**config.mk**
```make
export PLATFORM = sky130hd
export DESIGN_NAME = nds_cell
export DESIGN_NICKNAME = d
export VERILOG_FILES = /design/src/nds_pkg.sv /design/src/nds_cell.sv
export SDC_FILE = /design/constraint.sdc
export NUM_CORES = 1
export LEC_CHECK = 0
export ABC_AREA = 0
export BUFFER_PORTS_ARGS = -buffer_cell sky130_fd_sc_hd__buf_2
export CORE_ASPECT_RATIO = 1.1
export CORE_MARGIN = 3
export CORE_UTILIZATION = 25
export CTS_BUF_LIST = sky130_fd_sc_hd__clkbuf_2
export CTS_CLUSTER_SIZE = 10
export DETAILED_ROUTE_END_ITERATION = 10
export GPL_TIMING_DRIVEN = 1
export PLACE_DENSITY = 0.52
export SETUP_SLACK_MARGIN = 0.1
export SYNTH_ARGS = -nofsm -noshare
export SYNTH_HDL_FRONTEND = slang
export SYNTH_SLANG_ARGS = --single-unit
```
**constraint.sdc**
```tcl
create_clock -name clk -period 0.8 [get_ports clk]
set_clock_uncertainty 0.15 [all_clocks]
set_input_delay 0.16 -clock clk [delete_from_list [all_inputs] [get_ports clk]]
set_output_delay 0.16 -clock clk [all_outputs]
set_load 0.005 [all_outputs]
```
**src/nds_pkg.sv**
```systemverilog
package nds_pkg;

    localparam int DEF_MAX_ENTRIES = 1024;
    localparam int DEF_COMP_BITS   = 16;

    localparam int FIELD_BITS = 16;
    localparam int SLOT_BITS  = 10;
    localparam int COUNT_BITS = 11;
    localparam int COS_BITS   = 31;
    localparam int IDX_BITS   = 16;
    localparam int NUM_LANES  = 3;

    localparam logic REQ_LOAD  = 1'b0;
    localparam logic REQ_QUERY = 1'b1;

    typedef enum logic [1:0] {
        ST_IDLE,
        ST_WALK,
        ST_DRAIN
    } nds_state_t;

    typedef struct packed {
        logic                valid;
        logic                first;
        logic                last;
        logic [IDX_BITS-1:0] idx;
    } nds_ctl_t;

endpackage

```
**src/nds_cell.sv**
```systemverilog
module nds_cell
    import nds_pkg::*;
#(
    parameter int COMP_BITS = DEF_COMP_BITS,
    parameter int LANE      = 0,
    parameter int SUM_W     = 36
)
(
    input  logic                                  clk,
    input  logic                                  rst_n,
    input  logic [NUM_LANES*((COMP_BITS <= FIELD_BITS) ? COMP_BITS : FIELD_BITS)-1:0] probe_i,
    input  logic [NUM_LANES*((COMP_BITS <= FIELD_BITS) ? COMP_BITS : FIELD_BITS)-1:0] entry_i,
    input  logic signed [SUM_W-1:0]               sum_i,
    input  nds_ctl_t                              ctl_i,
    output logic [NUM_LANES*((COMP_BITS <= FIELD_BITS) ? COMP_BITS : FIELD_BITS)-1:0] entry_o,
    output logic signed [SUM_W-1:0]               sum_o,
    output nds_ctl_t                              ctl_o
);

    localparam bit EXT_SIGNED = (COMP_BITS <= FIELD_BITS);
    localparam int EXT        = EXT_SIGNED ? COMP_BITS : FIELD_BITS;
    localparam int VW         = EXT + 1;
    localparam int EW         = NUM_LANES * EXT;

    logic [EXT-1:0]          p_raw;
    logic [EXT-1:0]          e_raw;
    logic signed [VW-1:0]    p_val;
    logic signed [VW-1:0]    e_val;
    logic signed [2*VW-1:0]  prod;
    logic signed [SUM_W-1:0] sum_next;
    logic [EW-1:0]           entry_reg;
    logic signed [SUM_W-1:0] sum_reg;
    nds_ctl_t                ctl_reg;

    assign p_raw = probe_i[LANE*EXT +: EXT];
    assign e_raw = entry_i[LANE*EXT +: EXT];

    // Components wider than the field arrive zero extended, as the field carries no sign bit.
    assign p_val    = {(EXT_SIGNED ? p_raw[EXT-1] : 1'b0), p_raw};
    assign e_val    = {(EXT_SIGNED ? e_raw[EXT-1] : 1'b0), e_raw};
    assign prod     = p_val * e_val;
    assign sum_next = sum_i + SUM_W'(prod);

    always_ff @(posedge clk or negedge rst_n)
    begin
        if (!rst_n)
        begin
            ctl_reg <= '0;
        end
        else
        begin
            ctl_reg <= ctl_i;
        end
    end

    always_ff @(posedge clk)
    begin
        entry_reg <= entry_i;
        sum_reg   <= sum_next;
    end

    assign entry_o = entry_reg;
    assign sum_o   = sum_reg;
    assign ctl_o   = ctl_reg;

endmodule

```
* Word-level counts from Yosys, hierarchy flattened *
Cells that the tools add are included.

storage, ports and cells
  bits in registers = 103
  bits of input ports = 153

operators by class
  $add $sub $neg = 1
  multiply operators = 1

operator list
  kind              number
  $add A36 B32 Y36  1
  $mul A16 B16 Y32  1

* Logic depth before layout (Yosys ltp) *
  word-level depth = 2
  gate-level depth with buffers = 24
  mapped depth without buffers = 23

* Least setup slack after synthesis *
No wires, ideal clock.

  path type = input to register
  from = in probe_i[15] (netlist name)
  to = reg sum_reg[33] (netlist: sum_o[33])
  data arrival time = 5.493 ns
  required time = 0.528 ns
  path slack = -4.965 ns
  cell stages on the path = 21
  buffers on the path = 1
  cell sequence = clkbuf_1 > nand2_1 > fa_1 > inv_1 > fa_1 > inv_1 > fa_1 > inv_1 > fa_1 > fa_1 > inv_1 > fa_1 > inv_1 > ha_1 > a21oi_1 > o21bai_1 > a211o_2 > a21oi_4 > a21oi_2 > o41a_1 > xor2_1

between the ends
  word-level cells in the longest chain between the ends = 2

RTL lines
  element               line            RTL
  from (decl)           nds_cell.sv:11  input logic [NUM_LANES*((COMP_BITS <= FIELD_BITS) ? COMP_BITS : FIELD_BITS)-1:0] probe_i,
  $mul A16 B16 Y32      nds_cell.sv:41  assign prod = p_val * e_val;
  $add A36 B32 Y36      nds_cell.sv:42  assign sum_next = sum_i + SUM_W'(prod);
  net sum_next[33]      nds_cell.sv:30  logic signed [SUM_W-1:0] sum_next;
  to (signal assigned)  nds_cell.sv:59  sum_reg <= sum_next;
  to (decl)             nds_cell.sv:32  logic signed [SUM_W-1:0] sum_reg;

The timed path passes the listed nets, and every way through them passes these cells.

* Worst setup path after layout *
  from = in probe_i[15] (netlist name)
  to = reg sum_reg[32] (netlist: sum_o[32])

Same word-level chain as after synthesis.

==> flow_metrics.py <==
metrics = {
    "status": {
        "status": "finished, violations left",
        "violations": "hold timing, setup timing",
    },
    "placement": {
        "port_buffers": 223,
        "dp_slack_ns": -5.15,
        "post-dp-hpwl_um": 32700,
        "routabilityCongestion": 0.841,
        "place_inst": 2459,
    },
    "drt": {
        "routed_via_density": 4.08,
        "route.detailed.drc": 0,
        "vias": 10774,
        "wl_per_cell_um": 14.9,
        "dr.first_iter.drc_count": 271,
        "first_pass_iters": 5,
        "drt_wl_total_um": 39500,
        "antenna_left": 0,
    },
    "global_route": {
        "use_met2": 0.281,
        "top_usage_layer": "met2",
        "met3_usage": 0.0203,
        "met1_usage": 0.159,
        "gr-usage-all-layers": 0.143,
        "antenna_found_initial": 2,
        "grt_first_pass_wirelength_um": 64600,
        "grt_overflow": 0,
        "grt_pass1_vias": 12588,
        "grt_max_degree": 20,
    },
    "clocking": {
        "cts_buffers": 9,
        "clock_sinks": 103,
        "ctsHtreeMaxLevel": 3,
        "tritoncts": "built",
        "cts.clk_slew.worst_paths_ns": 0.33,
        "root_buffer": "clkbuf_2",
        "cts_buffer_depth": 2,
    },
    "yosys": {
        "ys_types": 60,
        "postSynthCellCount": 1356,
        "syn_area_per_cell_um2": 10.2,
        "yosys-top-cells-area": "fa_1, dfxtp_1, ha_1",
        "synthFlopType": "dfxtp_1",
        "ys_ff_latch": 103,
        "synth_top_area_cell": "fa_1",
        "synth_seq_area_share": 0.156,
        "yosysTopAreaCellShare": 0.454,
        "synthTopCellsByCount": "inv_1, fa_1, nand2_1, and2_1, ha_1",
        "yosysMostFrequentCell": "inv_1",
        "synth.net_count": 1930,
        "async_reset_ff_frac": 0.184,
        "syn_area_um2": 13800,
        "synth-edff-count": 0,
        "yosys_warnings": 0,
    },
    "finish": {
        "fin_nets": 2478,
        "drive_gt1_frac": 0.374,
        "multiInputGateArea_um2": 11300,
        "syn_to_final_growth_pct": 48.9,
        "stdcell_count": 2640,
        "layout.area.seq_um2": 2200,
        "fill_cells": 5429,
    },
    "floorplanning": {
        "fp.dieH_um": 253,
        "die_x_um": 230,
        "die_area_um2": 58200,
        "ioPinCount": 256,
        "start_util": 0.255,
        "rows": 89,
        "design.core.area_um2": 54200,
    },
    "timing": {
        "final_max_slew_viol_count": 0,
        "period_needed_ns": 4.77,
        "final.setup.worst_slack_ns": -3.97,
        "tightest_slew_ns": 0.436,
        "hold_violations": 7,
        "timing.final.setup_violations": 167,
        "maxSlewHeadroom": 0.709,
        "grt_setup_unrepaired": "true",
        "fmax_mhz": 210,
        "period_share": 5.96,
        "holdWs_ns": -0.518,
    },
    "worst_setup_path": {
        "worstPathMaxFanout": 7,
        "arrival_ns": 5.33,
        "cp_data_required_time_ns": 1.37,
        "cp-end-kind": "flip-flop",
        "crit_type": "input port to flip-flop",
        "cp-start-kind": "input port",
    },
    "min_path": {
        "worstHoldPathType": "input port to flip-flop",
        "worst_hold_path.num_cells": 2,
    },
    "run": {
        "drv_cap": 0,
    },
}
[logic make-up (layout without fill, tap and decap cells)]
family | count (synthesis) | count (layout) | share of synthesized area
compound gates | 88 | 88 | 0.0485
xor+xnor | 37 | 37 | 0.0234
fa+ha+maj | 421 | 421 | 0.551
buf+inv | 390 | 943 | 0.106
flops | 103 | 103 | 0.156
other cells | 0 | 3 | 0
simple gates | 317 | 317 | 0.115
[layout by cell type, fill, tap and decap left out, types with 5 or more instances in the layout]
master and count:
inv_1 323, fa_1 294, buf_2 175, buf_4 162
dlygate4sd3_1 123, nand2_1 120, and2_1 92, buf_6 84
ha_1 73, dfxtp_1 46, dfxtp_2 38, ha_4 32
and2_4 30, inv_2 29, fa_2 20, dfrtp_1 19
a21o_1 18, nor2_1 17, buf_12 17, xnor2_1 16
nand2_2 15, xnor2_2 10, a21oi_2 9, a21oi_1 9
clkbuf_2 9, buf_8 9, a21oi_4 6, o21ai_2 6
xor2_1 6, nor2_2 5
[path summary, 6_finish.rpt]
kind                       slack (ns)        end   startpoint
setup / recovery                -3.97  sum_o[32]  probe_i[15]
hold / removal                  -0.52   sum_o[0]     sum_i[0]
max in group asynchronous        0.14   ctl_o[1]        rst_n
min in group asynchronous        0.21  ctl_o[12]        rst_n
[what timing repair did]
action                     CTS  global route
setup buffers               23            18
hold endpoints to repair    91            16
hold buffers               124             4
gates resized for setup    218           122
setup endpoints to repair  138           142
pin swaps                  100            57
[flip-flops by register name, summed over array words and instances, names as in the netlist]
| name | flops |
|---|---|
| ctl_o | 19 |
| entry_o | 48 |
| sum_o | 36 |
[routing by layer]
metal  vias up  share of wire
met4         0          0.023
met5         -              0
met2       163           0.56
li1       5068              -
met3        37          0.035
met1      5506           0.38
[worst max-delay path: stages]
cell and delay, ns:
buf_12 0.10, and2_4 0.15, inv_2 0.03, fa_2 0.59, inv_2 0.08, fa_1 0.50, inv_1 0.05, fa_1 0.42
inv_1 0.08, fa_2 0.44, fa_1 0.50, inv_1 0.05, fa_1 0.49, inv_2 0.04, ha_4 0.30, nand2_2 0.06
o21ai_2 0.16, nor4_2 0.06, o32a_1 0.33, a21boi_4 0.23, and3_4 0.24, o221ai_2 0.12, xnor2_2 0.15
[cell type report]
cell class,instances,area share
clock buffers,9,0.00218
diodes,3,0.000364
well taps,728,0.0442
flip-flops and latches,103,0.107
inverters,355,0.0651
clock inverters,7,0.00316
repair buffers,572,0.231
multi-input cells,863,0.547
[through the flow]
| step | util | hold slack (ns) | TNS (ns) | area (µm²) |
|---|---|---|---|---|
| floorplan | - | -0.286 | -128.26 | 14500 |
| global placement | 0.328 | -0.0537 | -149.88 | 17800 |
| detailed placement | 0.328 | -0.0480 | -150.99 | 17800 |
| CTS | 0.371 | -0.686 | -206.44 | 20100 |
| global route | 0.380 | -0.682 | -214.25 | 20600 |
| finish | 0.380 | -0.518 | -195.96 | 20600 |
Power is left out: the tool's default activity adds up to more than one toggle a clock period on the data nets, which glitch-free logic cannot reach.
