$ cat src/nds_pkg.sv
package nds_pkg;

    localparam int DEF_MAX_ENTRIES = 1024;
    localparam int DEF_COMP_BITS   = 16;

    localparam int FIELD_BITS = 16;
    localparam int SLOT_BITS  = 10;
    localparam int COUNT_BITS = 11;
    localparam int COS_BITS   = 31;
    localparam int IDX_BITS   = 16;
    localparam int NUM_LANES  = 3;

    localparam logic REQ_LOAD  = 1'b0;
    localparam logic REQ_QUERY = 1'b1;

    typedef enum logic [1:0] {
        ST_IDLE,
        ST_WALK,
        ST_DRAIN
    } nds_state_t;

    typedef struct packed {
        logic                valid;
        logic                first;
        logic                last;
        logic [IDX_BITS-1:0] idx;
    } nds_ctl_t;

endpackage

$ cat src/nds_best.sv
module nds_best
    import nds_pkg::*;
#(
    parameter int COMP_BITS = DEF_COMP_BITS,
    parameter int SUM_W     = 36
)
(
    input  logic                    clk,
    input  logic                    rst_n,
    input  logic signed [SUM_W-1:0] sum_i,
    input  nds_ctl_t                ctl_i,
    output logic                    done_o,
    output logic signed [SUM_W-1:0] final_val_o,
    output logic [IDX_BITS-1:0]     final_idx_o
);

    localparam logic signed [SUM_W-1:0] LIMIT =
        SUM_W'((64'sd1 <<< (2 * COMP_BITS - 2)) - 64'sd1);

    logic signed [SUM_W-1:0] clamped;
    logic                    take;
    logic                    have_reg;
    logic signed [SUM_W-1:0] best_val_reg;
    logic [IDX_BITS-1:0]     best_idx_reg;

    always_comb
    begin
        clamped = sum_i;
        if (sum_i > LIMIT)
        begin
            clamped = LIMIT;
        end
        else if (sum_i < -LIMIT)
        begin
            clamped = -LIMIT;
        end
    end

    // Only a strictly larger value replaces the current best, so ties keep the lower index.
    assign take = ctl_i.valid && (ctl_i.first || !have_reg || (clamped > best_val_reg));

    always_ff @(posedge clk or negedge rst_n)
    begin
        if (!rst_n)
        begin
            have_reg <= 1'b0;
        end
        else if (ctl_i.valid)
        begin
            have_reg <= !ctl_i.last;
        end
    end

    always_ff @(posedge clk)
    begin
        if (take)
        begin
            best_val_reg <= clamped;
            best_idx_reg <= ctl_i.idx;
        end
    end

    assign done_o      = ctl_i.valid && ctl_i.last;
    assign final_val_o = take ? clamped : best_val_reg;
    assign final_idx_o = take ? ctl_i.idx : best_idx_reg;

endmodule

$ cat config.mk
export PLATFORM = sky130hd
export DESIGN_NAME = nds_best
export DESIGN_NICKNAME = d
export VERILOG_FILES = /design/src/nds_pkg.sv /design/src/nds_best.sv
export SDC_FILE = /design/constraint.sdc
export NUM_CORES = 1
export LEC_CHECK = 0
export ABC_CLOCK_PERIOD_IN_PS = 3900
export BUFFER_PORTS_ARGS = -buffer_cell sky130_fd_sc_hd__buf_2
export CAP_MARGIN = 10
export CORE_MARGIN = 8
export CORE_UTILIZATION = 50
export CTS_CLUSTER_DIAMETER = 200
export DETAILED_ROUTE_END_ITERATION = 8
export PLACE_DENSITY = 0.77
export SYNTH_ARGS = -nofsm -noshare
export SYNTH_HDL_FRONTEND = slang
export SYNTH_SLANG_ARGS = --single-unit
$ cat constraint.sdc
create_clock -name clk -period 3.9 [get_ports clk]
set_input_delay 0.195 -clock clk [delete_from_list [all_inputs] [get_ports clk]]
set_output_delay 0.195 -clock clk [all_outputs]
set_load 0.005 [all_outputs]
# Word level (Yosys, flattened, before mapping)
# Cells that the tools add are included.
[word_totals] ff_bits=53
[classes] n_mux=4 reduce_logical=6 n_lt_le_gt_ge=3
[ops] cell="two-way mux 36 bit" n=3
[ops] cell="greater-than comparator 36 x 31 -> 1 bit (second input constant)" n=1
[ops] cell="greater-than comparator 36 bit" n=1
[ops] cell="< comparator 36 x 31 -> 1 bit (second input constant)" n=1
[ops] cell="two-way mux 16 bit" n=1
[ops] cell="logical AND 1 bit" n=2
[ops] cell="zero test 1 bit" n=2
[ops] cell="logical OR 1 bit" n=2

# Logic depth before layout (Yosys ltp)
[depth] depth_word=7 mapped_depth=14

# Worst setup path before layout
# No wires, ideal clock.
[synth_path] path_type="input to output" startpoint="in sum_i[6]" endpoint="out final_idx_o[10]" path_stages=14 setup_slack_ps=428 required_ps=3705 n_path_buf=2 arrival_ps=3277 path_cell_list="nor4_1 > nand4_1 > o2111ai_1 > ha_1 > clkbuf_1 > o21ai_0 > ha_1 > a21oi_1 > nand2_1 > a221oi_1 > a21oi_1 > o311ai_4 > buf_6 > mux2_2"
[synth_via] elab_chain_cells=7 elab_cells_between_ends=8
[synth_rtl] item="from (decl)" line_no="nds_best.sv:10" text="input logic signed [SUM_W-1:0] sum_i,"
[synth_rtl] item="< comparator 36 x 31 -> 1 bit" line_no="nds_best.sv:33" text="else if (sum_i < -LIMIT)"
[synth_rtl] item="two-way mux 36 bit" line_no="nds_best.sv:33"
[synth_rtl] item="two-way mux 36 bit *" line_no="nds_best.sv:29" text="if (sum_i > LIMIT)"
[synth_rtl] item="greater-than comparator 36 bit *" line_no="nds_best.sv:40" text="assign take = ctl_i.valid && (ctl_i.first || !have_reg || (clamped > best_val_reg));"
[synth_rtl] item="logical OR 1 bit *" line_no="nds_best.sv:40"
[synth_rtl] item="logical AND 1 bit *" line_no="nds_best.sv:40"
[synth_rtl] item="two-way mux 16 bit *"
[synth_rtl] item="to (decl)" line_no="nds_best.sv:14" text="output logic [IDX_BITS-1:0] final_idx_o"
# Mark *: on every way between the ends. The rest lies on a longest branch, timed or not.

# Final worst setup path
[layout_path] startpoint="in sum_i[29]" endpoint="out final_idx_o[2]"
# Same word-level chain as after synthesis.

==> impl_metrics.yaml <==
critical_path:
  cp-start-kind: "primary input"
  ff2ff_path_depth: 12
  r2r-end: "best_idx_reg[2]"
  required_ns: 3.70
  max_stage_delay_ns: 0.32
  worstPathCellList: "buf_2, nor4_1, nand4_1, o2111ai_2, ha_4, clkbuf_16, o21ai_2, ha_1, nand4_1, nor3_4, buf_4, nand3_1, a21oi_2, o311ai_4, buf_12, buf_8, clkbuf_16, mux2_4, buf_6"
  worstPathArrival_ns: 3.87
  endpoint_kind: "output pin"
  r2r-start: "best_val_reg[10]"
  cpLargestDelayFamily: "simple AND/OR/NAND/NOR gates"
  slowest_stage: "nor4_1"
  critical_path_class: "primary input to output pin"
  r2r_setup_slack_ns: 1.21
  cp_max_fo: 8
  critPathBufInv: 7
clock_tree:
  clk_pin_slew_ns: 0.10
  clk_latency_ns: 0.32
  htree_levels: 2
  ctsLongestPathBuffers: 2
  root_buffer: "clkbuf_8"
  cts_sinks: 53
  numCtsBuffers: 5
  cts_tree: "yes"
floorplan:
  rows: 29
  ios: 110
  fp.dieW_um: 95.4
  dieArea_mm2: 0.00910
  core_mm2: 0.00620
  initial_core_util_pct: 50.8
  die_h_um: 95.4
sta:
  fin_crit_ns: 4.07
  slew_headroom_pct: 76.2
  rsz0062_at_grt: "true"
  timing.setup.tns_ns: -6.17
  hold_viol_final: 0
  setup_viol_count_final: 52
  fin_skew_ns: 0.00909
  fin_crit_sh_pct: 104
  setup_ws_ns: -0.169
  fmax_mhz: 246
  slew_violations: 0
  worst_slew_pin_slew_ns: 0.353
route:
  route.detailed.drc: 0
  ant_nets: 0
  viasPerCell: 5.68
  wl_per_cell_um: 20.1
  drt_wl_total_um: 11100
  drt_pass1_iterations: 4
  drtIter0Drc: 200
  route.vias.total: 3140
layout:
  nFillCells: 390
  fin_area_mm2: 0.00471
  final_cells: 553
  finalNetCount: 568
  largest_reg_flops: 36
  drive_above_1_share_pct: 51.8
  areaGrowthSynthToFinish_pct: 49.4
logic_synthesis:
  synthArstFlopShare_pct: 1.89
  synth_most_common_cell: "inv_1"
  syn_avg_cell_area_um2: 9.40
  synth_nets: 429
  syn_inst: 335
  syn_area_mm2: 0.00315
  synth.largest_area_cell: "dfxtp_1"
  ys_types: 38
  yosys.area.top_type_share_pct: 33.0
  synthFlopType: "dfxtp_1"
  synth.top_cells.by_count: "68 x inv_1, 52 x dfxtp_1, 43 x mux2_2"
  ys_warn_count: 0
  yosysSeqAreaShare_pct: 33.8
  ys_top_cells_by_area: "dfxtp_1 33%, mux2_2 15%, ha_1 15%, inv_1 8.1%, o21ai_0 5.6%"
  synth_edf_count: 0
  synth_seq_cells: 53
place:
  gp_congestion: 0.810
  place_area_mm2: 0.00390
  place_inst: 531
  placement.io_buffers: 109
  post-place-ws_ns: -0.293
  dpl.hpwl_um: 6480
run:
  drv_cap: 0
worst_hold_path:
  min_path_type: "primary input to register"
  hold_depth: 2
  hold_path.startpoint: "ctl_i[1]"
  min_to: "best_idx_reg[1]"
global_routing:
  grt-ovfl-total: 0
  grt_antenna_before_repair: 1
  grt_pass1_vias: 2984
  grt_start_max_net_pins: 34
  grt_pass1_wl_um: 13400
  grt_usage_pct: 18.3
run_status:
  violations: "setup timing"
  status: "finished, violations left"
power_and_ir_drop:
  power.leakage_nw: 2.39
  ir_drop_mv: 0.292
  powerDensity_mw_per_mm2: 500
## placed cells by master (no fill, tap or decap), types with 5 or more instances in the layout
| cell | instances |
|---|---|
| nor2_1 | 5 |
| nand4_1 | 9 |
| o21ai_1 | 16 |
| buf_2 | 90 |
| buf_6 | 20 |
| ha_4 | 8 |
| o21ai_0 | 5 |
| nand2_1 | 10 |
| o21ai_4 | 5 |
| ha_1 | 29 |
| a21oi_1 | 9 |
| mux2_4 | 23 |
| mux2_2 | 28 |
| dfxtp_1 | 52 |
| inv_1 | 68 |
| o21ai_2 | 11 |
| clkbuf_8 | 6 |
| buf_4 | 22 |
| a21oi_2 | 6 |
## logic make-up (layout without fill, tap and decap cells)
| kind of cell | Yosys count | after routing | share of synthesized area [%] |
|---|---|---|---|
| fa+ha+maj | 37 | 37 | 14.7 |
| other cells | 0 | 1 | 0 |
| compound gates | 67 | 67 | 12.7 |
| flops | 53 | 53 | 33.8 |
| mux | 52 | 52 | 19.5 |
| simple gates | 47 | 47 | 8.26 |
| buf+inv | 79 | 219 | 11.0 |
## layout make-up
type,count,area (µm²),share of cell area (%)
antenna,1,2.50,0.0531
clock buffer,6,82.6,1.75
multi-input combinational,203,2120,45.1
clock inverter,2,37.5,0.797
tap,77,96.3,2.05
inverter,68,255,5.42
sequential,53,1070,22.6
timing repair buffer,143,1050,22.2
## worst max path at each step
stage | cells after the start | end | startpoint
after floorplan | 14 | final_idx_o[10] | sum_i[6]
after global placement | 16 | final_val_o[12] | sum_i[23]
after detailed placement | 16 | final_val_o[12] | sum_i[28]
after CTS | 17 | final_val_o[19] | sum_i[28]
after global routing | 19 | final_idx_o[2] | sum_i[29]
final | 19 | final_idx_o[2] | sum_i[29]
## stage by stage
stage | hold WS [ns] | util (%) | power (mW)
floorplan | -0.101 | - | 1.31
global placement | -0.0293 | 62.8 | 1.60
detailed placement | -0.0288 | 62.8 | 1.63
CTS | 0.112 | 67.5 | 2.10
global route | 0.109 | 75.9 | 2.49
finish | 0.112 | 75.9 | 2.35
## report_power, final
group          internal [mW]  switching [mW]  total (mW)
logic                  0.620           0.557        1.18
clock network          0.209           0.197       0.406
registers              0.699          0.0705       0.770
## per-layer routing
metal | wire (µm) | share of wire (%) | GRT usage, % | up-vias
met5 | 0 | 0 | 0 | -
met4 | 433 | 3.9 | 6.53 | 0
met3 | 871 | 7.8 | 4.17 | 42
met2 | 5600 | 50 | 31.9 | 141
met1 | 4220 | 38 | 21.5 | 1528
li1 | - | - | - | 1429
## worst register-to-register path, cell delays in order (launching register included)
cell,delay [ns]
dfxtp_1,0.35
inv_1,0.08
ha_4,0.27
nand4_1,0.17
buf_4,0.19
nor3_1,0.29
nand4_1,0.16
a21o_1,0.22
o311ai_4,0.09
buf_12,0.17
buf_8,0.11
clkbuf_16,0.15
mux2_4,0.32
## what timing repair did
action,in CTS,in global routing
buffers inserted,4,4
cloned,2,5
endpoints found under the setup margin,52,52
hold buffers,1,0
pin swaps,6,22
endpoints found under the hold margin,1,0
resized for setup,26,107
Note: power is estimated with default switching activity, not from simulation.
